[config.mk]
export PLATFORM = sky130hd
export DESIGN_NAME = ubx_frame_receiver_unit
export DESIGN_NICKNAME = d
export VERILOG_FILES = /design/src/rtl/core/ubxfr_pkg.sv /design/src/rtl/core/ubxfr_ctrl.sv /design/src/rtl/core/ubxfr_dp.sv /design/src/rtl/core/ubx_frame_receiver_unit.sv
export SDC_FILE = /design/constraint.sdc
export NUM_CORES = 1
export LEC_CHECK = 0
export BUFFER_PORTS_ARGS = -buffer_cell sky130_fd_sc_hd__buf_2
export CAP_MARGIN = 0
export CORE_MARGIN = 4
export CORE_UTILIZATION = 60
export DETAILED_ROUTE_END_ITERATION = 16
export PLACE_DENSITY_LB_ADDON = 0.05
export SLEW_MARGIN = 0
export SYNTH_ARGS = -nofsm -noshare
export SYNTH_HDL_FRONTEND = slang
export SYNTH_SLANG_ARGS = --single-unit
export TNS_END_PERCENT = 20
[constraint.sdc]
create_clock -name clk -period 8.5 [get_ports clk]
set_input_delay 0 -clock clk [delete_from_list [all_inputs] [get_ports clk]]
set_output_delay 0 -clock clk [all_outputs]
set_load 0.005 [all_outputs]
[src/rtl/core/ubxfr_pkg.sv]
// ----------------------------------------------------------------------------
// ubxfr_pkg
// Shared types and constants of the binary frame receiver: status codes,
// sync bytes, field widths and the controller/datapath command and status.
// ----------------------------------------------------------------------------
package ubxfr_pkg;

	localparam int BYTE_W = 8;
	localparam int STAT_W = 3;
	localparam int LEN_W  = 7;
	localparam int POS_W  = 6;

	localparam logic [BYTE_W-1:0] SYNC_FIRST  = 8'hB5;
	localparam logic [BYTE_W-1:0] SYNC_SECOND = 8'h62;

	typedef enum logic [STAT_W-1:0] {
		ST_MORE     = 3'd0,
		ST_BADSYNC  = 3'd1,
		ST_OVERSIZE = 3'd2,
		ST_OK       = 3'd3,
		ST_BADCK    = 3'd4
	} status_t;

	typedef struct packed {
		logic    clear;
		logic    add_sum;
		logic    cap_class;
		logic    cap_id;
		logic    cap_len_lo;
		logic    cap_len_hi;
		logic    store_wr;
		logic    cap_cka;
		logic    rd_first;
		logic    emit_step;
		logic    out_ld;
		logic    out_frame;
		logic    out_data;
		logic    out_last;
		status_t out_status;
	} cmd_t;

	typedef struct packed {
		logic sync_first;
		logic sync_second;
		logic len_over;
		logic len_zero;
		logic held_zero;
		logic fill_done;
		logic ck_ok;
		logic emit_last;
		logic out_free;
	} sts_t;

endpackage

[src/rtl/core/ubxfr_ctrl.sv]
// ----------------------------------------------------------------------------
// ubxfr_ctrl
// Parser state machine: walks sync, header, payload and checksum phases and
// sequences the emission run of an accepted frame.
// ----------------------------------------------------------------------------
module ubxfr_ctrl (
	input  logic              clk,
	input  logic              arst_n,
	input  logic              rx_valid,
	output logic              rx_ready,
	input  ubxfr_pkg::sts_t   sts,
	output ubxfr_pkg::cmd_t   cmd
);
	import ubxfr_pkg::*;

	typedef enum logic [9:0] {
		PH_SYNC1   = 10'b00_0000_0001,
		PH_SYNC2   = 10'b00_0000_0010,
		PH_CLASS   = 10'b00_0000_0100,
		PH_ID      = 10'b00_0000_1000,
		PH_LENLO   = 10'b00_0001_0000,
		PH_LENHI   = 10'b00_0010_0000,
		PH_PAYLOAD = 10'b00_0100_0000,
		PH_CKA     = 10'b00_1000_0000,
		PH_CKB     = 10'b01_0000_0000,
		PH_EMIT    = 10'b10_0000_0000
	} phase_t;

	phase_t phase_q;
	phase_t phase_d;
	logic   accept;

	assign rx_ready = sts.out_free && (phase_q != PH_EMIT);
	assign accept   = rx_valid && rx_ready;

	always_comb begin
		phase_d = phase_q;
		cmd     = '0;
		cmd.out_status = ST_MORE;
		if (phase_q == PH_EMIT) begin
			if (sts.out_free) begin
				cmd.out_ld     = 1'b1;
				cmd.out_status = ST_OK;
				cmd.out_frame  = 1'b1;
				cmd.out_data   = 1'b1;
				cmd.out_last   = sts.emit_last;
				cmd.emit_step  = 1'b1;
				if (sts.emit_last) begin
					cmd.clear = 1'b1;
					phase_d   = PH_SYNC1;
				end
			end
		end else if (accept) begin
			cmd.out_ld   = 1'b1;
			cmd.out_last = 1'b1;
			case (phase_q)
				PH_SYNC1: begin
					if (sts.sync_first) phase_d = PH_SYNC2;
				end
				PH_SYNC2: begin
					if (sts.sync_second) begin
						phase_d = PH_CLASS;
					end else begin
						cmd.out_status = ST_BADSYNC;
						phase_d = sts.sync_first ? PH_SYNC2 : PH_SYNC1;
					end
				end
				PH_CLASS: begin
					cmd.cap_class = 1'b1;
					cmd.add_sum   = 1'b1;
					phase_d       = PH_ID;
				end
				PH_ID: begin
					cmd.cap_id  = 1'b1;
					cmd.add_sum = 1'b1;
					phase_d     = PH_LENLO;
				end
				PH_LENLO: begin
					cmd.cap_len_lo = 1'b1;
					cmd.add_sum    = 1'b1;
					phase_d        = PH_LENHI;
				end
				PH_LENHI: begin
					if (sts.len_over) begin
						cmd.clear      = 1'b1;
						cmd.out_status = ST_OVERSIZE;
						phase_d        = PH_SYNC1;
					end else begin
						cmd.cap_len_hi = 1'b1;
						cmd.add_sum    = 1'b1;
						phase_d        = sts.len_zero ? PH_CKA : PH_PAYLOAD;
					end
				end
				PH_PAYLOAD: begin
					cmd.store_wr = 1'b1;
					cmd.add_sum  = 1'b1;
					if (sts.fill_done) phase_d = PH_CKA;
				end
				PH_CKA: begin
					cmd.cap_cka = 1'b1;
					phase_d     = PH_CKB;
				end
				PH_CKB: begin
					if (!sts.ck_ok) begin
						cmd.clear      = 1'b1;
						cmd.out_status = ST_BADCK;
						phase_d        = PH_SYNC1;
					end else if (sts.held_zero) begin
						cmd.clear      = 1'b1;
						cmd.out_status = ST_OK;
						cmd.out_frame  = 1'b1;
						phase_d        = PH_SYNC1;
					end else begin
						// read the first word of the run; the store read is registered
						cmd.out_ld   = 1'b0;
						cmd.out_last = 1'b0;
						cmd.rd_first = 1'b1;
						phase_d      = PH_EMIT;
					end
				end
				default: begin
					cmd.clear      = 1'b1;
					cmd.out_status = ST_BADSYNC;
					phase_d        = PH_SYNC1;
				end
			endcase
		end
	end

	always_ff @(posedge clk or negedge arst_n) begin
		if (!arst_n) phase_q <= PH_SYNC1;
		else         phase_q <= phase_d;
	end

endmodule

[src/rtl/core/ubxfr_dp.sv]
// ----------------------------------------------------------------------------
// ubxfr_dp
// Datapath: header capture, Fletcher-8 sums, payload store, emission counter
// and the result register.
// ----------------------------------------------------------------------------
module ubxfr_dp #(
	parameter int MAX_PAYLOAD = 64
) (
	input  logic                              clk,
	input  logic                              arst_n,
	input  logic [ubxfr_pkg::BYTE_W-1:0]      rx_byte,
	input  logic                              res_stall,
	input  ubxfr_pkg::cmd_t                   cmd,
	output ubxfr_pkg::sts_t                   sts,
	output logic                              res_valid,
	output logic [ubxfr_pkg::STAT_W-1:0]      status,
	output logic [ubxfr_pkg::BYTE_W-1:0]      frame_class,
	output logic [ubxfr_pkg::BYTE_W-1:0]      frame_id,
	output logic [ubxfr_pkg::LEN_W-1:0]       frame_length,
	output logic [ubxfr_pkg::BYTE_W-1:0]      data_byte,
	output logic [ubxfr_pkg::POS_W-1:0]       data_position,
	output logic                              last
);
	import ubxfr_pkg::*;

	logic [BYTE_W-1:0] class_q;
	logic [BYTE_W-1:0] id_q;
	logic [BYTE_W-1:0] len_lo_q;
	logic [LEN_W-1:0]  len_q;
	logic [LEN_W-1:0]  fill_q;
	logic [BYTE_W-1:0] sum_a_q;
	logic [BYTE_W-1:0] sum_b_q;
	logic [BYTE_W-1:0] cka_q;
	logic [POS_W-1:0]  emit_q;
	logic [BYTE_W-1:0] sum_a_nxt;
	logic [15:0]       len_full;

	logic [BYTE_W-1:0] payload_mem [2**POS_W];
	logic [BYTE_W-1:0] rd_q;
	logic [POS_W-1:0]  rd_addr;
	logic              rd_en;

	logic              valid_q;
	status_t           status_q;
	logic [BYTE_W-1:0] class_o_q;
	logic [BYTE_W-1:0] id_o_q;
	logic [LEN_W-1:0]  len_o_q;
	logic [BYTE_W-1:0] data_o_q;
	logic [POS_W-1:0]  pos_o_q;
	logic              last_o_q;

	assign sum_a_nxt = sum_a_q + rx_byte;
	assign len_full  = {rx_byte, len_lo_q};

	always_comb begin
		sts.sync_first  = (rx_byte == SYNC_FIRST);
		sts.sync_second = (rx_byte == SYNC_SECOND);
		sts.len_over    = (len_full > 16'(MAX_PAYLOAD));
		sts.len_zero    = (len_full == 16'd0);
		sts.held_zero   = (len_q == '0);
		sts.fill_done   = ((fill_q + 7'd1) >= len_q);
		sts.ck_ok       = (cka_q == sum_a_q) && (rx_byte == sum_b_q);
		sts.emit_last   = (({1'b0, emit_q} + 7'd1) == len_q);
		sts.out_free    = !valid_q || !res_stall;
	end

	// parser registers
	always_ff @(posedge clk or negedge arst_n) begin
		if (!arst_n) begin
			class_q  <= '0;
			id_q     <= '0;
			len_lo_q <= '0;
			len_q    <= '0;
			fill_q   <= '0;
			sum_a_q  <= '0;
			sum_b_q  <= '0;
			cka_q    <= '0;
		end else if (cmd.clear) begin
			class_q  <= '0;
			id_q     <= '0;
			len_lo_q <= '0;
			len_q    <= '0;
			fill_q   <= '0;
			sum_a_q  <= '0;
			sum_b_q  <= '0;
			cka_q    <= '0;
		end else begin
			if (cmd.add_sum) begin
				sum_a_q <= sum_a_nxt;
				sum_b_q <= sum_b_q + sum_a_nxt;
			end
			if (cmd.cap_class)  class_q  <= rx_byte;
			if (cmd.cap_id)     id_q     <= rx_byte;
			if (cmd.cap_len_lo) len_lo_q <= rx_byte;
			if (cmd.cap_len_hi) begin
				len_q  <= len_full[LEN_W-1:0];
				fill_q <= '0;
			end
			if (cmd.store_wr)   fill_q   <= fill_q + 7'd1;
			if (cmd.cap_cka)    cka_q    <= rx_byte;
		end
	end

	// emission counter and store read
	assign rd_en   = cmd.rd_first || (cmd.emit_step && !sts.emit_last);
	assign rd_addr = cmd.rd_first ? '0 : (emit_q + 6'd1);

	always_ff @(posedge clk or negedge arst_n) begin
		if (!arst_n)       emit_q <= '0;
		else if (rd_en)    emit_q <= rd_addr;
	end

	always_ff @(posedge clk) begin
		if (cmd.store_wr) payload_mem[fill_q[POS_W-1:0]] <= rx_byte;
		if (rd_en)        rd_q <= payload_mem[rd_addr];
	end

	// result register
	always_ff @(posedge clk or negedge arst_n) begin
		if (!arst_n)              valid_q <= 1'b0;
		else if (cmd.out_ld)      valid_q <= 1'b1;
		else if (!res_stall)      valid_q <= 1'b0;
	end

	always_ff @(posedge clk) begin
		if (cmd.out_ld) begin
			status_q  <= cmd.out_status;
			last_o_q  <= cmd.out_last;
			class_o_q <= cmd.out_frame ? class_q : '0;
			id_o_q    <= cmd.out_frame ? id_q : '0;
			len_o_q   <= cmd.out_frame ? len_q : '0;
			data_o_q  <= cmd.out_data ? rd_q : '0;
			pos_o_q   <= cmd.out_data ? emit_q : '0;
		end
	end

	assign res_valid     = valid_q;
	assign status        = status_q;
	assign frame_class   = class_o_q;
	assign frame_id      = id_o_q;
	assign frame_length  = len_o_q;
	assign data_byte     = data_o_q;
	assign data_position = pos_o_q;
	assign last          = last_o_q;

	a_len_bound: assert property (@(posedge clk) disable iff (!arst_n)
		len_q <= 7'(MAX_PAYLOAD))
		else $error("held length above buffer size");

	a_store_in_frame: assert property (@(posedge clk) disable iff (!arst_n)
		cmd.store_wr |-> (fill_q < len_q))
		else $error("payload write beyond frame length");

	a_emit_in_frame: assert property (@(posedge clk) disable iff (!arst_n)
		cmd.emit_step |-> ({1'b0, emit_q} < len_q))
		else $error("emission past frame length");

	a_single_last: assert property (@(posedge clk) disable iff (!arst_n)
		(valid_q && status_q != ST_OK) |-> last_o_q)
		else $error("status word without last mark");

endmodule

[src/rtl/core/ubx_frame_receiver_unit.sv]
// ----------------------------------------------------------------------------
// ubx_frame_receiver_unit
// Binary frame receiver with Fletcher-8 check, one stream byte per word.
// ----------------------------------------------------------------------------
// usage:
//   rx channel (rx_valid/rx_stall/rx_byte) takes one serial byte per word.
//   res channel (res_valid/res_stall + result fields) gives one status word
//   per byte: need more, bad sync, oversize, ok or bad checksum; a good
//   frame with payload gives for its last byte a run of ok words, one per
//   payload byte, last set on the final one; an empty frame, one ok word.
// order and throughput:
//   a byte is taken and its status word is shown the cycle after; one byte
//   per cycle while results drain, except during an emission run.
//   after the final checksum byte of a good frame the run's first word
//   passes the store read register, then the result register; the run gives
//   one word per cycle unless stalled, with rx_stall high throughout.
// reset:
//   arst_n returns the parser to sync hunting and empties the result
//   register; the payload store is not cleared.
// stall:
//   while res_stall holds a pending word, rx_stall stays high and the
//   emission run pauses, nothing is dropped.
// ----------------------------------------------------------------------------
module ubx_frame_receiver_unit #(
	parameter int MAX_PAYLOAD = 64
) (
	input  logic                              clk,
	input  logic                              arst_n,
	input  logic                              rx_valid,
	output logic                              rx_stall,
	input  logic [ubxfr_pkg::BYTE_W-1:0]      rx_byte,
	output logic                              res_valid,
	input  logic                              res_stall,
	output logic [ubxfr_pkg::STAT_W-1:0]      status,
	output logic [ubxfr_pkg::BYTE_W-1:0]      frame_class,
	output logic [ubxfr_pkg::BYTE_W-1:0]      frame_id,
	output logic [ubxfr_pkg::LEN_W-1:0]       frame_length,
	output logic [ubxfr_pkg::BYTE_W-1:0]      data_byte,
	output logic [ubxfr_pkg::POS_W-1:0]       data_position,
	output logic                              last
);
	import ubxfr_pkg::*;

	cmd_t cmd;
	sts_t sts;
	logic rx_ready;

	assign rx_stall = !rx_ready;

	ubxfr_ctrl u_ctrl (
		.clk      (clk),
		.arst_n   (arst_n),
		.rx_valid (rx_valid),
		.rx_ready (rx_ready),
		.sts      (sts),
		.cmd      (cmd)
	);

	ubxfr_dp #(
		.MAX_PAYLOAD (MAX_PAYLOAD)
	) u_dp (
		.clk           (clk),
		.arst_n        (arst_n),
		.rx_byte       (rx_byte),
		.res_stall     (res_stall),
		.cmd           (cmd),
		.sts           (sts),
		.res_valid     (res_valid),
		.status        (status),
		.frame_class   (frame_class),
		.frame_id      (frame_id),
		.frame_length  (frame_length),
		.data_byte     (data_byte),
		.data_position (data_position),
		.last          (last)
	);

endmodule
# Word level (Yosys, flattened, before mapping)

Memories as Yosys holds them, arrays and structs flattened. A register that Yosys moved wholly into a read port is not among the register bits.
Index checks and enable logic that the tools add are counted.

Register bits: 120
RAM bits: 512
Input port bits: 12
Output and inout bits: 43
Word-level logic and storage cells: 141
Memories: 1

$add $sub $neg: 5
Order comparisons: 2
Eq/ne operators: 21
Multiplexer cells: 70
Reduce and logical (&&, ||, !) cells: 24

Memories:

| name             | words | width | rd ports | clocked after memory_dff | write ports | RTL line       | RTL |
|---|---|---|---|---|---|---|---|
| u_dp.payload_mem | 64    | 8     | 1        | 1                        | 1           | ubxfr_dp.sv:38 | `logic [BYTE_W-1:0] payload_mem [2**POS_W];` |

Operators with widths:

| kind                   | number |
|---|---|
| $mux W8                | 15 |
| $mux W10               | 10 |
| $pmux W10 S9           | 1 |
| $mux W7                | 5 |
| $mux W1                | 24 |
| $add A8 B8 Y8          | 2 |
| $eq A8 B8 Y1           | 2 |
| $gt A16 B7 Y1 const B  | 1 |
| $logic_not A16 Y1      | 1 |
| $mux W2                | 7 |
| $reduce_bool A2 Y1     | 7 |
| $pmux W3 S4            | 1 |
| $eq A10 B1 Y1 const B  | 1 |
| $eq A10 B10 Y1 const B | 1 |
| $eq A10 B2 Y1 const B  | 1 |
| $eq A10 B3 Y1 const B  | 1 |
| $eq A10 B4 Y1 const B  | 1 |
| $eq A10 B5 Y1 const B  | 1 |
| $eq A10 B6 Y1 const B  | 1 |
| $eq A10 B7 Y1 const B  | 1 |
| $eq A10 B8 Y1 const B  | 1 |
| $eq A10 B9 Y1 const B  | 1 |
| $ne A10 B10 Y1 const B | 1 |
| $mux W9                | 1 |
| other kinds (24)       | 34 |

# Longest topological paths before layout

Gate-level depths: netlist of the first run.

Depth in word-level cells: 9
Gate-level depth with buffers: 15
Mapped depth without buffers: 15

# Modules after synthesis

A second synthesis of the first run with hierarchy kept.

Cell total of the unflattened synthesis: 1887
Area total of the unflattened synthesis: 27340.0 µm²

By module, submodules not included:

| module                  | instances | cells each | area an instance (µm²) | sequential area each (µm²) |
|---|---|---|---|---|
| ubxfr_dp                | 1         | 1769       | 26406.6                | 18572.8 |
| ubxfr_ctrl              | 1         | 117        | 929.6                  | 251.5 |
| ubx_frame_receiver_unit | 1         | 1          | 3.8                    | 0.0 |

# Worst setup path after synthesis of the first run

Ideal clock, no wire load.

Path kind: register -> register
Start: register u_dp.sum_a_q[0]
End: register u_dp.sum_b_q[7]
Library setup time: 65 ps
Arrival: 2939 ps
Path slack: 5496 ps
Stages on the path, launching flop included: 13
Buffers on the path: 0
Period minus slack after synthesis: 3004 ps
Path through: dfrtp_1 > ha_1 > fa_1 > a21o_1 > a21oi_1 > o21ai_0 > a21oi_1 > xnor2_1 > ha_1 > o41ai_1 > xnor2_1 > or4b_1 > nand2_1

Cells in the longest elaborated chain, start to end: 7

Ends and longest elaborated chain:

| item                                                                  | RTL line       | RTL |
|---|---|---|
| start: declaration                                                    | ubxfr_dp.sv:31 | `logic [BYTE_W-1:0] sum_a_q;` |
| start signal: assignment                                              | ubxfr_dp.sv:89 | `sum_a_q <= sum_a_nxt;` |
| parallel branches: the longest is 7 deep, another holds $add A8 B8 Y8 | n/a            |  |
| end signal: assignment                                                | ubxfr_dp.sv:90 | `sum_b_q <= sum_b_q + sum_a_nxt;` |
| end: declaration                                                      | ubxfr_dp.sv:32 | `logic [BYTE_W-1:0] sum_b_q;` |

Several ways; the timed one is not identified. The select of a mux whose other input is x is not followed.
A chain may end at the register's enable or synchronous reset.

# Final worst setup path of the first run

Start: register u_dp.emit_q[0]
End: register u_dp.rd_q[1] (read register of u_dp.payload_mem), data pin

Cells in the longest elaborated chain, start to end: 5

Ends and longest elaborated chain:

| item                     | RTL line        | RTL |
|---|---|---|
| start: declaration       | ubxfr_dp.sv:34  | `logic [POS_W-1:0] emit_q;` |
| start signal: assignment | ubxfr_dp.sv:110 | `else if (rd_en) emit_q <= rd_addr;` |
| $add A6 B1 Y7            | ubxfr_dp.sv:63  | `sts.emit_last = (({1'b0, emit_q} + 7'd1) == len_q);` |
| $eq A7 B7 Y1             | ubxfr_dp.sv:63  |  |
| $logic_not A1 Y1         | ubxfr_dp.sv:105 | `assign rd_en = cmd.rd_first \|\| (cmd.emit_step && !sts.emit_last);` |
| $logic_and A1 B1 Y1      | ubxfr_dp.sv:105 |  |
| $logic_or A1 B1 Y1       | ubxfr_dp.sv:105 |  |
| end: declaration         | ubxfr_dp.sv:39  | `logic [BYTE_W-1:0] rd_q;` |

Parallel ways exist; a longest one is shown, timed or not.

==> results of run 1 <==
## area by class of cell
type	count	area, um^2	area share, %
flip-flops and latches	640	18800	62.5
multi-input cells	1037	7880	26.2
clock buffers	83	1780	5.91
well taps	592	741	2.46
repair buffers	86	536	1.78
clock inverters	30	307	1.02
inverters	14	52.6	0.174
## cells by family (layout without fill, tap and decap cells)
group                    after synthesis  in the layout
AO/OA/AOI/OAI                        327            327
XOR/XNOR                              51             51
adder cells (fa/ha/maj)               25             25
buffers and inverters                121            213
flip-flops                           640            640
multiplexers                         164            164
AND/OR/NAND/NOR                      470            470
## synthesized netlist by cell type (all sizes together), types with 8 or more instances
cell and n:
a2111oi 13, o211ai 13, mux4 73, and2 48
o31ai 21, o22ai 9, ha 23, nor3 22
buf 58, a32o 8, xor2 31, a22o 13
edfxtp 561, o41ai 8, or3 9, nor2b 8
dfrtp 78, xnor2 19, o21a 8, mux2i 60
inv 14, nand2 151, o21ai 87, nor2 154
a21oi 79, clkbuf 49, a21o 9, nand3 31
nor4 10, mux2 31
## per-layer routing
metal  vias up  share of wire (%)  global-route usage (%)
met4         0                2.6                    7.17
li1       7015                  -                       -
met2       689                 47                    43.5
met1      8134                 41                    39.6
met5         -                  0                       0
met3       111                8.6                    6.79
## power groups by stage
| stage | Combinational, mW | Sequential [mW] | Clock (mW) |
|---|---|---|---|
| after floorplan | 0.453 | 3.57 | 0 |
| after global placement | 0.595 | 3.59 | 0 |
| after detailed placement | 0.609 | 3.59 | 0 |
| after CTS | 0.618 | 3.53 | 2.86 |
| after global routing | 0.695 | 3.54 | 3.00 |
| final | 0.620 | 3.53 | 2.83 |
## through the flow
stage | hold WS, ns | util [%]
final | 0.0224 | 67.7
after global routing | 0.0209 | 67.7
after CTS | 0.00576 | 67.7
after detailed placement | -0.194 | 62.8
after global placement | -0.198 | 62.8
after floorplan | -0.296 | -
## final timing paths
check / endpoint / from / slack [ns] / cells past startpoint
max: u_dp.rd_q[1] / u_dp.emit_q[0] / 3.77 / 9
min in group asynchronous: u_dp.sum_a_q[2] / arst_n / 0.22 / 3
max in group asynchronous: u_dp.emit_q[0] / arst_n / 7.50 / 3
min: u_dp.payload_mem[53][6] / rx_byte[6] / 0.02 / 2
min reg2reg: u_dp.class_q[4] / u_dp.class_q[4] / 0.52 / 2
max reg2reg: u_dp.rd_q[1] / u_dp.emit_q[0] / 3.77 / 9
==> impl_metrics.env, run 1 <==
export IMPL_drv_cap=0
export IMPL_period_share_pct=55.7
export IMPL_yosysSeqAreaShare_pct=69.2
export IMPL_yosys_warnings=0
export IMPL_synthXorXnorAreaFrac_pct=1.69
export IMPL_hp_class="in -> reg"
export IMPL_placed_cells=2360
export IMPL_worst_pin_slew_ns=1.20
export IMPL_worstPathRequired_ns=8.81
export IMPL_path_common_cell="buf_4"
export IMPL_cts_root_buf="clkbuf_16"
export IMPL_grt_pass1_wl_um=102000
export IMPL_setup_slack_ns=3.77
export IMPL_hold_viol_final=0
export IMPL_p_sw_mw=1.61
export IMPL_drt_iter0_drc=2099
export IMPL_min_period_ns=4.73
export IMPL_place_area_um2=27900
export IMPL_start_util_pct=61.1
export IMPL_yosys_area_top_type="edfxtp_1"
export IMPL_overflow=0
export IMPL_synth_async_reset_ratio_pct=12.3
export IMPL_max_stage_delay_ns=1.07
export IMPL_critPathKind="reg -> reg"
export IMPL_synth_simple_area_share_pct=8.30
export IMPL_netlist_area_um2=27200
export IMPL_critPathLaunchType="flop"
export IMPL_setup_viol=0
export IMPL_synth_fa_ha_area_share_pct=1.21
export IMPL_cp_buffers_inverters=2
export IMPL_pre_cts_slack_ns=3.79
export IMPL_synth_seq_cells=640
export IMPL_die_w_um=221
export IMPL_drive_above_1_share_pct=16.3
export IMPL_finalSetupTns_ns=0
export IMPL_grt_pass1_vias=15830
export IMPL_switching_share_pct=23.1
export IMPL_hold_buffers=9
export IMPL_ant_nets=0
export IMPL_synth_area_leaders="edfxtp_1 (62%), dfrtp_1 (7.2%), mux4_2 (6.0%)"
export IMPL_ctsResizeCount=0
export IMPL_numCtsBuffers=66
export IMPL_power_mw=6.98
export IMPL_grt_antenna_before_repair=1
export IMPL_path_clk_slew_ns=0.07
export IMPL_synth_cell_type_count=88
export IMPL_p_clk_share_pct=40.5
export IMPL_synth_edf_count=561
export IMPL_synth_cells=1798
export IMPL_synth_compound_area_share_pct=8.05
export IMPL_peakVddDrop_uv=154
export IMPL_drc=0
export IMPL_synth_mux_area_share_pct=9.54
export IMPL_pwr_share_seq_pct=50.6
export IMPL_dieArea_um2=48800
export IMPL_num_rows=77
export IMPL_grtUsageTotal_pct=27.6
export IMPL_num_vias=15949
export IMPL_post_cts_setup_buffer_count=0
export IMPL_gp_congestion=0.873
export IMPL_die_h_um=221
export IMPL_layout_commonest_cell="edfxtp_1"
export IMPL_synth_top_area_share_pct=61.9
export IMPL_cts_tree="built"
export IMPL_port_buffers=54
export IMPL_core_um2=44500
export IMPL_cp_slowest_cell="dfrtp_4"
export IMPL_slew_headroom_pct=19.7
export IMPL_clockBufferDepth=3
export IMPL_final_cell_mix="edfxtp_1 (561), nor2_1 (151), nand2_1 (149), o21ai_0 (80)"
export IMPL_cp_arrival_ns=5.04
export IMPL_io_pins=55
export IMPL_syn_num_nets=1835
export IMPL_htree_num_levels=3
export IMPL_critical_path_cell_chain="ha_4, xor2_4, buf_4, buf_4, a211oi_1, a2111o_1, o311a_1, a21oi_1, o22ai_1"
export IMPL_finalMaxSlewViolations=0
export IMPL_synth_top_family_by_area="multiplexers"
export IMPL_grt_max_degree=76
export IMPL_place_hpwl_um=41000
export IMPL_fin_cells=2482
export IMPL_post_route_cell_area_um2=30100
export IMPL_antennaDiodeCount=0
export IMPL_intPower_mw=5.37
export IMPL_layout_nets=1882
export IMPL_skew_ns=0.0296
export IMPL_insertion_delay_ns=0.59
export IMPL_drt_pass1_iter_count=5
export IMPL_status="finished, final reports clean"
export IMPL_wl_per_cell_um=27.3
export IMPL_max_clock_freq_ghz=0.211
export IMPL_largest_reg_flops=512
export IMPL_power_density_nw_per_um2=232
export IMPL_end_kind="flop"
export IMPL_crit_family="buffers and inverters"
export IMPL_synth_avg_cell_area_um2=15.1
export IMPL_cp_max_fo=62
export IMPL_drt_wl_total_um=67700
export IMPL_power_frac_comb_pct=8.9
export IMPL_synthFlopType="edfxtp_1"
export IMPL_area_growth_pct=10.8
export IMPL_fillers=3094
export IMPL_routed_via_density=6.43
export IMPL_cts_sinks=640
export IMPL_rsz0062_at_grt="no"
export IMPL_p_leak_nw=10.6
Note: power is estimated with default switching activity, not from simulation.
==> inputs of run 2 (changes only) <==
--- a/config.mk
+++ b/config.mk
@@ -5,6 +5,7 @@
 export SDC_FILE = /design/constraint.sdc
 export NUM_CORES = 1
 export LEC_CHECK = 0
+export ABC_AREA = 1
 export BUFFER_PORTS_ARGS = -buffer_cell sky130_fd_sc_hd__buf_2
 export CAP_MARGIN = 0
 export CORE_MARGIN = 4
==> constraint.sdc (replaced) <==
create_clock -name clk -period 4.79 [get_ports clk]
set_input_delay 0 -clock clk [delete_from_list [all_inputs] [get_ports clk]]
set_output_delay 0 -clock clk [all_outputs]
set_load 0.005 [all_outputs]
==> impl_metrics.env, run 2 <==
export IMPL_status="finished, final reports clean"
export IMPL_reg2reg_from="u_ctrl.phase_q[0]"
export IMPL_yosysSeqAreaShare_pct=65.3
export IMPL_routed_via_density=5.90
export IMPL_die_w_um=227
export IMPL_post_route_cell_area_um2=31800
export IMPL_cts_root_buf="clkbuf_16"
export IMPL_drv_cap=0
export IMPL_slew_headroom_pct=30.3
export IMPL_cts_sinks=640
export IMPL_holdPathStages=5
export IMPL_wl_per_cell_um=21.8
export IMPL_max_stage_delay_ns=0.89
export IMPL_finalMaxSlewViolations=0
export IMPL_drt_iter0_drc=2313
export IMPL_insertion_delay_ns=0.60
export IMPL_clockBufferDepth=3
export IMPL_io_pins=55
export IMPL_grt_antenna_before_repair=3
export IMPL_drive_above_1_share_pct=9.87
export IMPL_cp_arrival_ns=4.07
export IMPL_worst_pin_slew_ns=1.04
export IMPL_finalSetupTns_ns=0
export IMPL_final_cell_mix="edfxtp_1 (561), nand3_1 (473), nand2_1 (334), nor2_1 (321), inv_1 (290)"
export IMPL_port_buffers=54
export IMPL_end_kind="flop"
export IMPL_drc=0
export IMPL_critPathLaunchType="flop"
export IMPL_synth_common_cells="edfxtp_1 (561), nand3_1 (473), nand2_1 (335)"
export IMPL_path_common_cell="nor2_1"
export IMPL_power_mw=13.2
export IMPL_ctsResizeCount=0
export IMPL_drt_pass1_iter_count=6
export IMPL_hp_class="in -> reg"
export IMPL_grtUsageTotal_pct=29.0
export IMPL_grt_pass1_wl_um=114000
export IMPL_largest_reg_flops=512
export IMPL_grt_max_degree=167
export IMPL_gp_congestion=0.871
export IMPL_synth_simple_area_share_pct=22.7
export IMPL_finalCoreUtilization_pct=66.8
export IMPL_min_delay_worst_endpoint="u_dp.last"
export IMPL_drt_wl_total_um=73900
export IMPL_synth_async_reset_ratio_pct=12.3
export IMPL_num_vias=20011
export IMPL_synth_cell_type_count=46
export IMPL_ant_nets=0
export IMPL_dieArea_um2=51600
export IMPL_yosysMostFrequentCell="edfxtp_1"
export IMPL_cp_slowest_cell="nor2_1"
export IMPL_r2r_slack_ns=0.94
export IMPL_skew_ns=0.0251
export IMPL_synth_seq_cells=640
export IMPL_synth_avg_cell_area_um2=10.7
export IMPL_layout_commonest_cell="edfxtp_1"
export IMPL_synth_area_leaders="edfxtp_1 (58%), nand3_1 (8.2%), dfrtp_1 (6.8%)"
export IMPL_synth_top_area_share_pct=58.4
export IMPL_yosys_warnings=0
export IMPL_synth_mux_area_share_pct=0.0347
export IMPL_rsz0062_at_grt="no"
export IMPL_grt_pass1_vias=19399
export IMPL_cp_max_fo=9
export IMPL_power_density_nw_per_um2=415
export IMPL_reg2reg_to="u_dp.payload_mem[53][4]"
export IMPL_peakVddDrop_uv=432
export IMPL_post_cts_setup_buffer_count=0
export IMPL_synth_top_family_by_area="simple AND/OR/NAND/NOR gates"
export IMPL_synthFlopType="edfxtp_1"
export IMPL_synth_compound_area_share_pct=3.99
export IMPL_synthXorXnorAreaFrac_pct=0.608
export IMPL_cts_tree="built"
export IMPL_holdCritStartpoint="rx_valid"
export IMPL_critical_path_cell_chain="nor2_2, nand2_2, nor2_4, nand2_4, nand2_2, nor2_4, inv_4, nor2_1, inv_1, nor2_1, nand3_1, nor2_1"
export IMPL_min_period_ns=3.85
export IMPL_layout_nets=2762
export IMPL_syn_num_nets=2730
export IMPL_placed_cells=3261
export IMPL_numCtsBuffers=67
export IMPL_fin_cells=3393
export IMPL_path_clk_slew_ns=0.06
export IMPL_overflow=0
export IMPL_hold_buffers=10
export IMPL_start_util_pct=60.5
export IMPL_synth_cells=2693
export IMPL_worst_r2r_cell_count=12
export IMPL_p_leak_nw=12.5
export IMPL_period_share_pct=80.4
export IMPL_synth_edf_count=561
export IMPL_core_um2=47600
export IMPL_critPathKind="reg -> reg"
export IMPL_synth_fa_ha_area_share_pct=1.14
export IMPL_area_growth_pct=10.5
export IMPL_netlist_area_um2=28800
export IMPL_yosys_area_top_type="edfxtp_1"
export IMPL_setup_viol=0
export IMPL_max_clock_freq_ghz=0.260
export IMPL_num_rows=80
export IMPL_place_hpwl_um=44600
export IMPL_htree_num_levels=3
export IMPL_hold_viol_final=0
export IMPL_worstPathRequired_ns=5.00
export IMPL_die_h_um=227
export IMPL_place_area_um2=29600
[run 2: cell count changes after synthesis, moves of 38 or more]
cell       change
nand3_1      +443
inv_1        +277
nand2_1      +185
nor2_1       +171
nand3b_1     +123
mux4_2        -73
mux2i_1       -59
or2_2         +48
and2_1        -47
o2111ai_1     +38
[run 2: how the worst max path moves through the flow]
stage | depth (start not counted) | endpoint | startpoint
2_1_floorplan | 8 | u_dp.data_byte[0] | u_ctrl.phase_q[7]
3_3_place_gp | 15 | u_dp.rd_q[6] | u_ctrl.phase_q[7]
3_5_place_dp | 12 | u_dp.payload_mem[53][1] | u_ctrl.phase_q[0]
4_1_cts | 12 | u_dp.payload_mem[53][4] | u_ctrl.phase_q[0]
5_1_grt | 12 | u_dp.payload_mem[53][4] | u_ctrl.phase_q[0]
6_report | 12 | u_dp.payload_mem[53][4] | u_ctrl.phase_q[0]
[run 2: power breakdown]
part	total, mW	internal [mW]	switching (mW)
Sequential	6.51	6.33	0.183
Combinational	1.65	0.581	1.07
Clock	5.04	2.93	2.11
Total	13.2	9.84	3.36
[run 2: critical path, delay by kind of cell (launching register included)]
family | cells | cell delay (ns)
flops | 1 | 0.55
buf+inv | 2 | 0.21
simple gates | 10 | 2.69
[run 2: logic make-up after synthesis]
logic type      Yosys count
simple gates           1371
flops                   640
compound gates          190
mux                       1
xor+xnor                 20
buf+inv                 446
fa+ha+maj                25
[run 2: metal layers]
layer / track usage [%] / vias up / share of wire [%]
met4: 9.21 / 2 / 3.2
li1: - / 9359 / -
met2: 46.5 / 863 / 48
met3: 5.44 / 149 / 8.0
met5: 0 / - / 0.018
met1: 40.9 / 9638 / 41
[run 2: area by class of cell]
type                    count  area (um^2)
well taps                 615          769
clock buffers              86         1840
repair buffers            111          798
multi-input cells        1607         8220
clock inverters            34          262
inverters                 298         1130
fillers                  3659        15800
diodes                      2         5.00
flip-flops and latches    640        18800
[run 2: metrics by stage]
| stage | worst slack (ns) | hold slack (ns) |
|---|---|---|
| final | 0.937 | 0.0411 |
| after global routing | 0.782 | 0.0558 |
| after floorplan | 1.91 | -0.296 |
| after global placement | 1.12 | 0.00430 |
| after CTS | 0.968 | 0.0142 |
| after detailed placement | 0.977 | 0.0217 |
